<file path="config.mk">
export PLATFORM = sky130hd
export DESIGN_NAME = apsp_seq
export DESIGN_NICKNAME = d
export VERILOG_FILES = /design/src/hdl/apsp_pkg.sv /design/src/hdl/apsp_seq.sv
export SDC_FILE = /design/constraint.sdc
export NUM_CORES = 1
export LEC_CHECK = 0
export BUFFER_PORTS_ARGS = -buffer_cell sky130_fd_sc_hd__buf_2
export CAP_MARGIN = 20
export CORE_MARGIN = 2
export CORE_UTILIZATION = 25
export DETAILED_ROUTE_END_ITERATION = 10
export GPL_TIMING_DRIVEN = 1
export SYNTH_ARGS = -nofsm -noshare
export SYNTH_HDL_FRONTEND = slang
export SYNTH_SLANG_ARGS = --single-unit
</file>
<file path="constraint.sdc">
create_clock -name clk -period 3.3 [get_ports clk]
set_input_delay 0.33 -clock clk [delete_from_list [all_inputs] [get_ports clk]]
set_output_delay 0.33 -clock clk [all_outputs]
set_load 0.1 [all_outputs]
</file>
<file path="src/hdl/apsp_pkg.sv">
`timescale 1ns / 1ps
// ----------------------------------------------------------------------------
// apsp_pkg
// Shared types and constants of the all-pairs shortest path core.
// ----------------------------------------------------------------------------
package apsp_pkg;

    // Matrix geometry
    localparam int MAX_NODES = 64;
    localparam int NODE_W    = $clog2(MAX_NODES);
    localparam int ADDR_W    = 2 * NODE_W;
    localparam int DEPTH     = 1 << ADDR_W;

    // Field widths
    localparam int DIST_W    = 14;
    localparam int FNODE_W   = 6;
    localparam int NCOUNT_W  = 7;

    // Distance marking a pair with no path
    localparam logic [DIST_W-1:0] UNREACH_DIST = DIST_W'(10000);
    localparam logic [DIST_W-1:0] ZERO_DIST    = '0;

    // Request opcodes
    typedef enum logic [1:0] {
        OP_CLEAR = 2'd0,
        OP_WRITE = 2'd1,
        OP_RUN   = 2'd2,
        OP_READ  = 2'd3
    } op_t;

    // Request payload
    typedef struct packed {
        op_t                opcode;
        logic [FNODE_W-1:0] src_node;
        logic [FNODE_W-1:0] dst_node;
        logic [DIST_W-1:0]  edge_cost;
    } cmd_t;

    // Result payload
    typedef struct packed {
        logic [DIST_W-1:0] distance;
        logic              unreachable;
    } rsp_t;

    // Matrix memory access from the sequencer
    typedef struct packed {
        logic              we;
        logic [ADDR_W-1:0] waddr;
        logic [DIST_W-1:0] wdata;
        logic [ADDR_W-1:0] raddr_a;
        logic [ADDR_W-1:0] raddr_b;
    } ram_req_t;

    // Matrix memory read data
    typedef struct packed {
        logic [DIST_W-1:0] rdata_a;
        logic [DIST_W-1:0] rdata_b;
    } ram_rsp_t;

endpackage

</file>
<file path="src/hdl/apsp_seq.sv">
`timescale 1ns / 1ps
// ----------------------------------------------------------------------------
// apsp_seq
// Request sequencer: clear sweep, symmetric edge write, distance read and the
// Floyd-Warshall relaxation walk over the matrix memory.
// ----------------------------------------------------------------------------
module apsp_seq (
    input  logic                            clk,
    input  logic                            rst_n,
    input  logic                            start,
    input  apsp_pkg::cmd_t                  request,
    input  logic [apsp_pkg::NCOUNT_W-1:0]   node_count,
    output logic                            busy,
    output logic                            result_valid,
    output apsp_pkg::rsp_t                  result,
    output apsp_pkg::ram_req_t              ram_req,
    input  apsp_pkg::ram_rsp_t              ram_rsp
);

    import apsp_pkg::*;

    typedef enum logic [7:0] {
        S_IDLE  = 8'b0000_0001,
        S_CLR   = 8'b0000_0010,
        S_WR2   = 8'b0000_0100,
        S_RDW   = 8'b0000_1000,
        S_ROW   = 8'b0001_0000,
        S_ROWW  = 8'b0010_0000,
        S_COL   = 8'b0100_0000,
        S_DRAIN = 8'b1000_0000
    } state_t;

    state_t              state_reg, state_next;
    logic [ADDR_W-1:0]   clr_reg, clr_next;
    logic [NODE_W-1:0]   k_reg, k_next;
    logic [NODE_W-1:0]   i_reg, i_next;
    logic [NODE_W-1:0]   j_reg, j_next;
    logic [NODE_W-1:0]   pj_reg, pj_next;
    logic                pend_reg, pend_next;
    logic [NODE_W-1:0]   nlast_reg, nlast_next;
    logic [DIST_W-1:0]   ik_reg, ik_next;
    logic [NODE_W-1:0]   src_reg, src_next;
    logic [NODE_W-1:0]   dst_reg, dst_next;
    logic [DIST_W-1:0]   cost_reg, cost_next;
    logic                ok_reg, ok_next;
    logic                done_reg, done_next;
    rsp_t                result_reg, result_next;

    logic                req_ok;
    logic [DIST_W-1:0]   cost_sat;
    logic [DIST_W:0]     sum;
    logic                row_last;
    logic                k_last;
    logic [DIST_W-1:0]   rd_dist;

    // Decode request fields
    assign req_ok   = (32'(request.src_node) < MAX_NODES) &&
                      (32'(request.dst_node) < MAX_NODES);
    assign cost_sat = (request.edge_cost > UNREACH_DIST) ? UNREACH_DIST : request.edge_cost;

    // Relaxation datapath: ik plus kj against ij
    assign sum      = {1'b0, ik_reg} + {1'b0, ram_rsp.rdata_a};
    assign row_last = (i_reg == nlast_reg);
    assign k_last   = (k_reg == nlast_reg);
    assign rd_dist  = ok_reg ? ram_rsp.rdata_a : UNREACH_DIST;

    always_comb
    begin
        state_next  = state_reg;
        clr_next    = clr_reg;
        k_next      = k_reg;
        i_next      = i_reg;
        j_next      = j_reg;
        pj_next     = pj_reg;
        pend_next   = 1'b0;
        nlast_next  = nlast_reg;
        ik_next     = ik_reg;
        src_next    = src_reg;
        dst_next    = dst_reg;
        cost_next   = cost_reg;
        ok_next     = ok_reg;
        done_next   = 1'b0;
        result_next = result_reg;

        ram_req.we      = 1'b0;
        ram_req.waddr   = {i_reg, pj_reg};
        ram_req.wdata   = sum[DIST_W-1:0];
        ram_req.raddr_a = {i_reg, k_reg};
        ram_req.raddr_b = {i_reg, j_reg};

        unique case (state_reg)
            S_IDLE:
            begin
                if (start)
                begin
                    src_next  = NODE_W'(request.src_node);
                    dst_next  = NODE_W'(request.dst_node);
                    cost_next = cost_sat;
                    ok_next   = req_ok;
                    unique case (request.opcode)
                        OP_CLEAR:
                        begin
                            clr_next   = '0;
                            state_next = S_CLR;
                        end
                        OP_WRITE:
                        begin
                            // First half of the symmetric write
                            ram_req.we    = req_ok;
                            ram_req.waddr = {NODE_W'(request.src_node),
                                             NODE_W'(request.dst_node)};
                            ram_req.wdata = cost_sat;
                            state_next    = S_WR2;
                        end
                        OP_RUN:
                        begin
                            if (node_count == '0)
                            begin
                                done_next   = 1'b1;
                                result_next = '0;
                            end
                            else
                            begin
                                if (32'(node_count) > MAX_NODES)
                                begin
                                    nlast_next = NODE_W'(MAX_NODES - 1);
                                end
                                else
                                begin
                                    nlast_next = NODE_W'(node_count - NCOUNT_W'(1));
                                end
                                k_next     = '0;
                                i_next     = '0;
                                state_next = S_ROW;
                            end
                        end
                        OP_READ:
                        begin
                            ram_req.raddr_a = {NODE_W'(request.src_node),
                                               NODE_W'(request.dst_node)};
                            state_next      = S_RDW;
                        end
                        default:
                        begin
                            state_next = S_IDLE;
                        end
                    endcase
                end
            end

            S_CLR:
            begin
                // Sweep one entry a cycle, zero on the diagonal
                ram_req.we    = 1'b1;
                ram_req.waddr = clr_reg;
                ram_req.wdata = (clr_reg[ADDR_W-1:NODE_W] == clr_reg[NODE_W-1:0]) ?
                                ZERO_DIST : UNREACH_DIST;
                clr_next      = clr_reg + ADDR_W'(1);
                if (clr_reg == ADDR_W'(DEPTH - 1))
                begin
                    done_next   = 1'b1;
                    result_next = '0;
                    state_next  = S_IDLE;
                end
            end

            S_WR2:
            begin
                // Mirror entry
                ram_req.we    = ok_reg;
                ram_req.waddr = {dst_reg, src_reg};
                ram_req.wdata = cost_reg;
                done_next     = 1'b1;
                result_next   = '0;
                state_next    = S_IDLE;
            end

            S_RDW:
            begin
                done_next               = 1'b1;
                result_next.distance    = rd_dist;
                result_next.unreachable = (rd_dist == UNREACH_DIST);
                state_next              = S_IDLE;
            end

            S_ROW:
            begin
                // Fetch d[i][k] for this row
                ram_req.raddr_a = {i_reg, k_reg};
                state_next      = S_ROWW;
            end

            S_ROWW, S_DRAIN:
            begin
                if ((state_reg == S_ROWW) && (ram_rsp.rdata_a < UNREACH_DIST))
                begin
                    ik_next    = ram_rsp.rdata_a;
                    j_next     = '0;
                    state_next = S_COL;
                end
                else
                begin
                    // Retire the last column of the row
                    if (state_reg == S_DRAIN)
                    begin
                        ram_req.we = pend_reg && (ram_rsp.rdata_a < UNREACH_DIST) &&
                                     (sum < {1'b0, ram_rsp.rdata_b});
                    end
                    // Advance to the next row or intermediate node
                    if (row_last && k_last)
                    begin
                        done_next   = 1'b1;
                        result_next = '0;
                        state_next  = S_IDLE;
                    end
                    else if (row_last)
                    begin
                        i_next     = '0;
                        k_next     = k_reg + NODE_W'(1);
                        state_next = S_ROW;
                    end
                    else
                    begin
                        i_next     = i_reg + NODE_W'(1);
                        state_next = S_ROW;
                    end
                end
            end

            S_COL:
            begin
                // Issue d[k][j] and d[i][j]; write back the previous column
                ram_req.raddr_a = {k_reg, j_reg};
                ram_req.raddr_b = {i_reg, j_reg};
                ram_req.we      = pend_reg && (ram_rsp.rdata_a < UNREACH_DIST) &&
                                  (sum < {1'b0, ram_rsp.rdata_b});
                pend_next       = 1'b1;
                pj_next         = j_reg;
                j_next          = j_reg + NODE_W'(1);
                if (j_reg == nlast_reg)
                begin
                    state_next = S_DRAIN;
                end
            end

            default:
            begin
                state_next = S_IDLE;
            end
        endcase
    end

    // Control registers
    always_ff @(posedge clk or negedge rst_n)
    begin
        if (!rst_n)
        begin
            state_reg <= S_IDLE;
            done_reg  <= 1'b0;
            pend_reg  <= 1'b0;
        end
        else
        begin
            state_reg <= state_next;
            done_reg  <= done_next;
            pend_reg  <= pend_next;
        end
    end

    // Payload and loop registers
    always_ff @(posedge clk)
    begin
        clr_reg    <= clr_next;
        k_reg      <= k_next;
        i_reg      <= i_next;
        j_reg      <= j_next;
        pj_reg     <= pj_next;
        nlast_reg  <= nlast_next;
        ik_reg     <= ik_next;
        src_reg    <= src_next;
        dst_reg    <= dst_next;
        cost_reg   <= cost_next;
        ok_reg     <= ok_next;
        result_reg <= result_next;
    end

    assign busy         = (state_reg != S_IDLE);
    assign result_valid = done_reg;
    assign result       = result_reg;

endmodule

</file>
---- Word-level counts from Yosys, hierarchy flattened ----
Cells that the tools add are included.
word-level totals
  word-level logic and storage cells ...... 128
  flip-flop bits (word level) ............. 107
  output and inout bits ................... 68
cells by class
  reductions and logical operators ........ 22
  eq/ne operators ......................... 31
  mux-type cells .......................... 49
  $add $sub $neg .......................... 6
  bitwise logic cells ..................... 1
  magnitude comparators ................... 4
operator list
  operator               count
  $mux 15                6
  $pmux 26 s3            1
  $pmux 15 s5            1
  $mux 6                 10
  $pmux 12 s2            2
  $pmux 8 s5             1
  $mux 39                1
  $mux 12                3
  $pmux 6 s2             3
  $mux 8                 4
  $pmux 8 s4             1
  $mux 14                2
  $mux 27                1
  $eq 6x6->1             4
  $ne 2x2->1 const B     10
  $add 6x1->6 const B    3
  $add 14x14->15         1
  $lt 15x14->1           1
  $eq 14x14->1 const B   1
  $gt 14x14->1 const B   1
  $lt 14x14->1 const B   1
  $reduce_and 7->1       2
  $add 12x1->12 const B  1
  $eq 12x12->1 const B   1
  other kinds (30)       51

---- Longest topological paths before layout ----
Gate-level depths: netlist of run 1.
  depth in word-level cells ............... 6
  mapped depth ............................ 14
  mapped depth without buffers ............ 14

---- Worst setup path before layout of run 1 ----
No wires, ideal clock.
  kind .................................... register to output
  start point ............................. register ik_reg[0]
  end point ............................... output ram_req[50] in the netlist's numbering
  cell stages (with the launch flop) ...... 15
  path buffers ............................ 0
  required time ........................... 2.970 ns
  slack ................................... -0.323 ns
  arrival time ............................ 3.293 ns
  cell sequence ........................... edfxtp_1 -> ha_1 -> inv_1 -> fa_1 -> nor2b_1 -> o31a_1 -> o2111ai_1 -> a21oi_1 -> or3_1 -> and2_1 -> ha_1 -> a21oi_1 -> o2111ai_1 -> a2111oi_0 -> a31o_2
RTL lines
  item                      RTL line         RTL
  start: declaration        apsp_seq.sv:41   logic [DIST_W-1:0] ik_reg, ik_next;
  start signal: assignment  apsp_seq.sv:279  ik_reg <= ik_next;
  end: declaration          apsp_seq.sv:16   output apsp_pkg::ram_req_t ram_req,

==> impl_metrics.csv, run 1 <==
group,metric,value,unit
status,outcome,"complete, but fails checks",
status,violations,"negative setup slack",
floorplan,row_count,58,
critical_path,r2r_slack,0.35,ns
cts,cts_tree,"done",
timing,finalWorstSetupSlack,-0.590,ns
placement,gp_congestion,0.851,
synth,syn-cell-area,0.00644,mm^2
drt,wl_per_cell,16.9,um
cts,insertion_delay,0.38,ns
synth,synth_area_leaders,"edfxtp_1 45%, ha_1 6.2%, xor2_1 4.4%, xnor2_1 3.7%, dfrtp_1 3.5%",
placement,hpwl,14.7,mm
synth,synth-edff-count,97,
critical_path,startpoint_type,"register",
floorplan,io_pins,134,
synth,yosysMostFrequentCell,"edfxtp_1",
power,p_int,0.00350,W
synth,synth_cells,587,
timing,finalSetupViolCount,1,
cts,cts_htree_levels,3,
synth,synth_compound_area_share,15.8,%
synth,async_flop_share,9.35,%
floorplan,die_y,164,um
synth,synth_nets,686,
synth,yosysWarningCount,0,
timing,rsz0062_at_grt,"true",
synth,synth_seq_cells,107,
power,power,0.00677,W
global_routing,grt_pass1_wl,29.3,mm
synth,synth_top_family_by_area,"simple AND/OR/NAND/NOR gates",
synth,synth_top_area_cell,"edfxtp_1",
floorplan,core_area,0.0253,mm^2
critical_path,required,2.97,ns
drt,drtIter0Drc,368,
global_routing,grt_max_degree,27,
synth,avgSynthCellArea,11.0,um^2
worst_hold_path,worstHoldPathType,"input pin to register",
timing,fin_crit_sh,118,%
global_routing,grt_pass1_vias,5349,
critical_path,crit_fanout,2,
cts,clk_pin_slew,0.10,ns
timing,slew_violations,0,
timing,max_freq,0.257,GHz
drt,drt-total-wl,19.0,mm
timing,layout_min_cycle_time,3.89,ns
layout,fin_nets,887,
global_routing,grt-ovfl-total,0,
synth,seq_area_frac_synth,49.1,%
synth,muxShareOfSynthArea,0,%
synth,synthFlopType,"edfxtp_1",
drt,viasPerCell,4.83,
placement,dpl_worst_slack,-0.485,ns
job,maxCapViolations,0,
cts,ctsLongestPathBuffers,2,
layout,drive_gt1_share,35.4,%
placement,io_buffers,133,
global_routing,antenna_found_initial,2,
timing,hold_violations,0,
synth,synth-simple-area-share,17.3,%
layout,fin_cells,1125,
synth,synthXorXnorAreaFrac,8.03,%
timing,tightest_slew,0.628,ns
layout,area_growth,39.4,%
cts,root_buffer,"clkbuf_16",
cts,cts_buffers,9,
power,clkPwrFrac,16.6,%
power,peakVddDrop,0.000491,V
placement,dp.cells,1101,
critical_path,worstSetupEndpointType,"output pin",
cts,clock_sinks,107,
power,p_sw_share,48.4,%
power,p_sw,0.00328,W
power,seq_power_share,28.1,%
drt,vias,5438,
synth,ys_types,62,
layout,fin_util,35.5,%
floorplan,die-area,0.0271,mm^2
drt,first_pass_iters,5,
drt,antenna_left,0,
drt,drc,0,
critical_path,path_class,"register to output pin",
timing,slew_headroom,57.7,%
floorplan,initial_core_util,25.5,%
power,leakage,3.69,nW
layout,n_fill_cell,2541,
timing,clock_skew,0.0248,ns
layout,largest_reg_flops,15,
power,p_comb_share,55.4,%
synth,ys_top_cells_by_count,"97 x edfxtp_1, 51 x nand2_1, 42 x nor2_1",
floorplan,die_w,164,um
power,p_per_area,755,mW/mm^2
global_routing,grt.total_usage,14.3,%
critical_path,worstPathArrival,3.56,ns
synth,synthAdderAreaFrac,6.53,%
synth,yosysTopAreaCellShare,45.2,%
[cell type report]
type | count | area [um^2] | share of cell area (%)
antenna | 2 | 5.00 | 0.0558
clock buffer | 9 | 225 | 2.51
clock inverter | 7 | 92.6 | 1.03
inverter | 26 | 101 | 1.13
multi-input combinational | 435 | 3210 | 35.8
sequential | 107 | 3160 | 35.3
tap | 330 | 413 | 4.60
timing repair buffer | 209 | 1760 | 19.6
[critical path: stages, from the launching register on]
cell and delay (ns):
edfxtp_1 0.37, ha_2 0.20, inv_2 0.05, fa_2 0.21, nor2b_2 0.05, o31a_1 0.27
o2111ai_2 0.21, a21oi_2 0.09, or3_4 0.39, and2_4 0.17, ha_4 0.28, nand3_2 0.10
buf_4 0.14, a211o_1 0.26, a31o_2 0.23, buf_12 0.17
[power groups by stage]
stage	Sequential (W)	Clock [W]	Combinational, W
global placement	0.00192	0	0.00365
floorplan	0.00220	0	0.00216
global route	0.00192	0.00120	0.00392
finish	0.00190	0.00112	0.00375
CTS	0.00190	0.00115	0.00370
detailed placement	0.00193	0	0.00366
[metrics by stage]
stage | instance area [um^2] | hold slack (ns) | TNS, ns
2_1_floorplan | 6460 | 0.0344 | -0.313
3_3_place_gp | 8470 | 0.208 | -0.364
3_5_place_dp | 8470 | 0.210 | -0.485
4_1_cts | 8860 | 0.161 | -0.631
5_1_grt | 8970 | 0.167 | -0.758
6_report | 8970 | 0.168 | -0.590
[per-layer routing]
metal	global-route usage (%)	wire, um	vias up
met3	3.04	1340	19
met4	4.11	325	0
met5	0	0	-
li1	-	-	2609
met2	22.9	8680	208
met1	19.4	8690	2602
[final timing paths]
| check | end | start | cells past startpoint |
|---|---|---|---|
| max in group asynchronous | state_reg[0] | rst_n | 2 |
| hold / removal | dst_reg[4] | request[18] | 1 |
| min in group asynchronous | state_reg[5] | rst_n | 2 |
| setup / recovery | ram_req[50] | ik_reg[0] | 15 |
| setup reg to reg | k_reg[1] | state_reg[2] | 6 |
| hold reg to reg | state_reg[5] | state_reg[6] | 1 |
[timing repair]
action | 4_1_cts | 5_1_grt
setup buffers | 1 | 4
resized for setup | 14 | 20
hold buffers | 1 | 0
pin swaps | 6 | 14
hold endpoints to repair | 9 | 0
endpoints found under the setup margin | 13 | 23
[kinds of logic after synthesis]
| group | Yosys count |
|---|---|
| XOR/XNOR | 59 |
| AND/OR/NAND/NOR | 212 |
| flip-flops | 107 |
| buffers and inverters | 45 |
| adder cells (fa/ha/maj) | 33 |
| AO/OA/AOI/OAI | 131 |
[layout by cell type (no fill, tap or decap), types with 3 or more instances in the layout]
cell type,n
edfxtp_1,97
buf_2,94
buf_4,78
nand2_1,51
nor2_1,40
buf_12,33
xor2_1,32
ha_1,29
xnor2_1,27
and2_1,25
inv_1,24
nand3_1,22
a21o_1,17
a22oi_1,15
o21ai_0,14
and3_1,13
a22o_2,12
nor3_1,11
a21oi_1,10
a221o_1,9
clkbuf_16,9
dfrtp_1,9
nand2b_1,8
a221o_2,8
nor4_1,7
a31oi_1,6
o21a_1,5
nand4_1,5
nor2b_1,4
a22o_1,4
a211oi_1,3
or2_2,3
a31o_2,3
o31ai_1,3
clkinv_8,3
buf_6,3
No activity file was read; power rests on OpenSTA's default activity.
==> inputs of run 2 (changes only) <==
--- a/config.mk
+++ b/config.mk
@@ -11,6 +11,8 @@
 export CORE_UTILIZATION = 25
 export DETAILED_ROUTE_END_ITERATION = 10
 export GPL_TIMING_DRIVEN = 1
+export RECOVER_POWER = 100
+export SLEW_MARGIN = 20
 export SYNTH_ARGS = -nofsm -noshare
 export SYNTH_HDL_FRONTEND = slang
 export SYNTH_SLANG_ARGS = --single-unit
==> run 2 against run 1 <==
The run still ends with negative setup slack left. Critical path depth unchanged. Sequential share of layout area rose by 0.84 points. Clock power barely moved. Fmax shrank 0.13%. Sequential power hardly changed. Hold slack improved by 0.039 ns. Count of clock-buffer cells in the layout stayed put. Worst setup slack lost 0.0049 ns. Final area shrank 2.3%. Wire length about the same. Flip-flop and latch count did not move. Largest power group unchanged.
==> impl_metrics.csv, run 2 (same netlist as run 1, synthesis figures left out) <==
group,metric,value,unit
status,outcome,"complete, but fails checks",
status,violations,"negative setup slack",
floorplan,row_count,58,
timing,finalSetupViolCount,16,
floorplan,die-area,0.0271,mm^2
drt,vias,5415,
cts,cts_buffers,9,
cts,root_buffer,"clkbuf_16",
drt,first_pass_iters,5,
cts,cts_htree_levels,3,
placement,io_buffers,133,
critical_path,cp-startpoint,"ik_reg[0]",
critical_path,reg2regPathDepth,7,
critical_path,startpoint_type,"register",
critical_path,required,2.97,ns
critical_path,reg2reg_from,"state_reg[5]",
global_routing,grt_pass1_wl,29.3,mm
timing,clock_skew,0.0225,ns
power,p_per_area,760,mW/mm^2
critical_path,worstSetupEndpoint,"ram_req[50]",
timing,finalWorstSetupSlack,-0.595,ns
critical_path,worstPathArrival,3.56,ns
placement,hpwl,14.7,mm
cts,insertion_delay,0.38,ns
drt,viasPerCell,4.81,
critical_path,crit_fanout,2,
critical_path,worstSetupEndpointType,"output pin",
cts,clock_sinks,107,
layout,fin_nets,887,
layout,final_cell_mix,"97 x edfxtp_1, 71 x clkbuf_1, 52 x buf_4",
critical_path,r2r_slack,0.17,ns
drt,antenna_left,0,
floorplan,die_y,164,um
placement,dp.cells,1101,
cts,ctsLongestPathBuffers,2,
layout,fin_cells,1125,
timing,worst_hold_slack,0.208,ns
placement,gp_congestion,0.851,
global_routing,grt_pass1_vias,5349,
power,power,0.00666,W
global_routing,grt.total_usage,14.3,%
power,peakVddDrop,0.000482,V
layout,largest_reg_flops,15,
drt,drtIter0Drc,382,
floorplan,initial_core_util,25.5,%
drt,wl_per_cell,16.9,um
floorplan,die_w,164,um
timing,max_freq,0.257,GHz
global_routing,antenna_found_initial,2,
drt,drt-total-wl,19.0,mm
critical_path,r2r-end,"result[2]",
timing,slew_violations,0,
global_routing,grt_max_degree,27,
cts,cts_tree,"done",
critical_path,path_class,"register to output pin",
floorplan,io_pins,134,
timing,fin_crit_sh,118,%
worst_hold_path,worstHoldPathType,"input pin to register",
layout,drive_gt1_share,25.9,%
job,maxCapViolations,0,
timing,layout_min_cycle_time,3.89,ns
global_routing,grt-ovfl-total,0,
timing,rsz0062_at_grt,"true",
layout,layout_commonest_cell,"edfxtp_1",
power,leakage,3.46,nW
drt,drc,0,
timing,tightest_slew,1.21,ns
worst_hold_path,hold_depth,2,
floorplan,core_area,0.0253,mm^2
layout,area_growth,36.1,%
timing,slew_headroom,19.7,%
timing,hold_violations,0,
cts,clk_pin_slew,0.07,ns
[run 2: timing repair]
action                     4_1_cts  5_1_grt
hold endpoints to repair         9        0
resized for setup               14       20
buffers inserted                 1        4
pin swaps                        6       14
hold buffers                     1        0
setup endpoints to repair       13       23
[run 2: worst min path at each step]
stage	start	end
final	request[26]	state_reg[1]
after detailed placement	rst_n	result_valid
after global routing	request[26]	state_reg[1]
after floorplan	rst_n	pend_reg
after global placement	rst_n	result_valid
after CTS	request[18]	dst_reg[4]
[run 2: per-layer routing]
layer | vias up | global-route usage (%) | share of wire [%]
li1 | 2617 | - | -
met1 | 2582 | 19.4 | 45
met2 | 195 | 22.9 | 46
met3 | 21 | 3.04 | 7.3
met4 | 0 | 4.11 | 1.8
met5 | - | 0 | 0
[run 2: where the power goes]
part / internal (W) / switching, W
Combinational: 0.00110 / 0.00253
Sequential: 0.00175 / 0.000157
Clock: 0.000549 / 0.000572
[run 2: worst max-delay path: stages (launching register included)]
cell and delay, ns:
edfxtp_1 0.37, ha_2 0.20, inv_2 0.05, fa_2 0.21
nor2b_2 0.05, o31a_1 0.27, o2111ai_2 0.21, a21oi_2 0.09
or3_4 0.39, and2_4 0.17, ha_4 0.28, nand3_2 0.10
buf_4 0.14, a211o_1 0.26, a31o_2 0.23, buf_12 0.17
[run 2: area by class of cell]
type | instances | area (um^2)
inverter | 26 | 98.8
clock buffer | 9 | 225
multi-input combinational | 435 | 3190
antenna | 2 | 5.00
tap | 330 | 413
sequential | 107 | 3160
timing repair buffer | 209 | 1580
clock inverter | 7 | 92.6
fill | 2601 | 16500
[run 2: through the flow]
step                      setup slack [ns]  util [%]  setup TNS [ns]  area (um^2)
final                               -0.595      34.7           -1.33         8770
after global routing                -0.756      34.7           -4.31         8760
after detailed placement            -0.485      33.5          -0.485         8470
after CTS                           -0.631      35.1          -0.631         8860
after floorplan                     -0.313         -          -0.313         6460
after global placement              -0.364      33.5          -0.364         8470
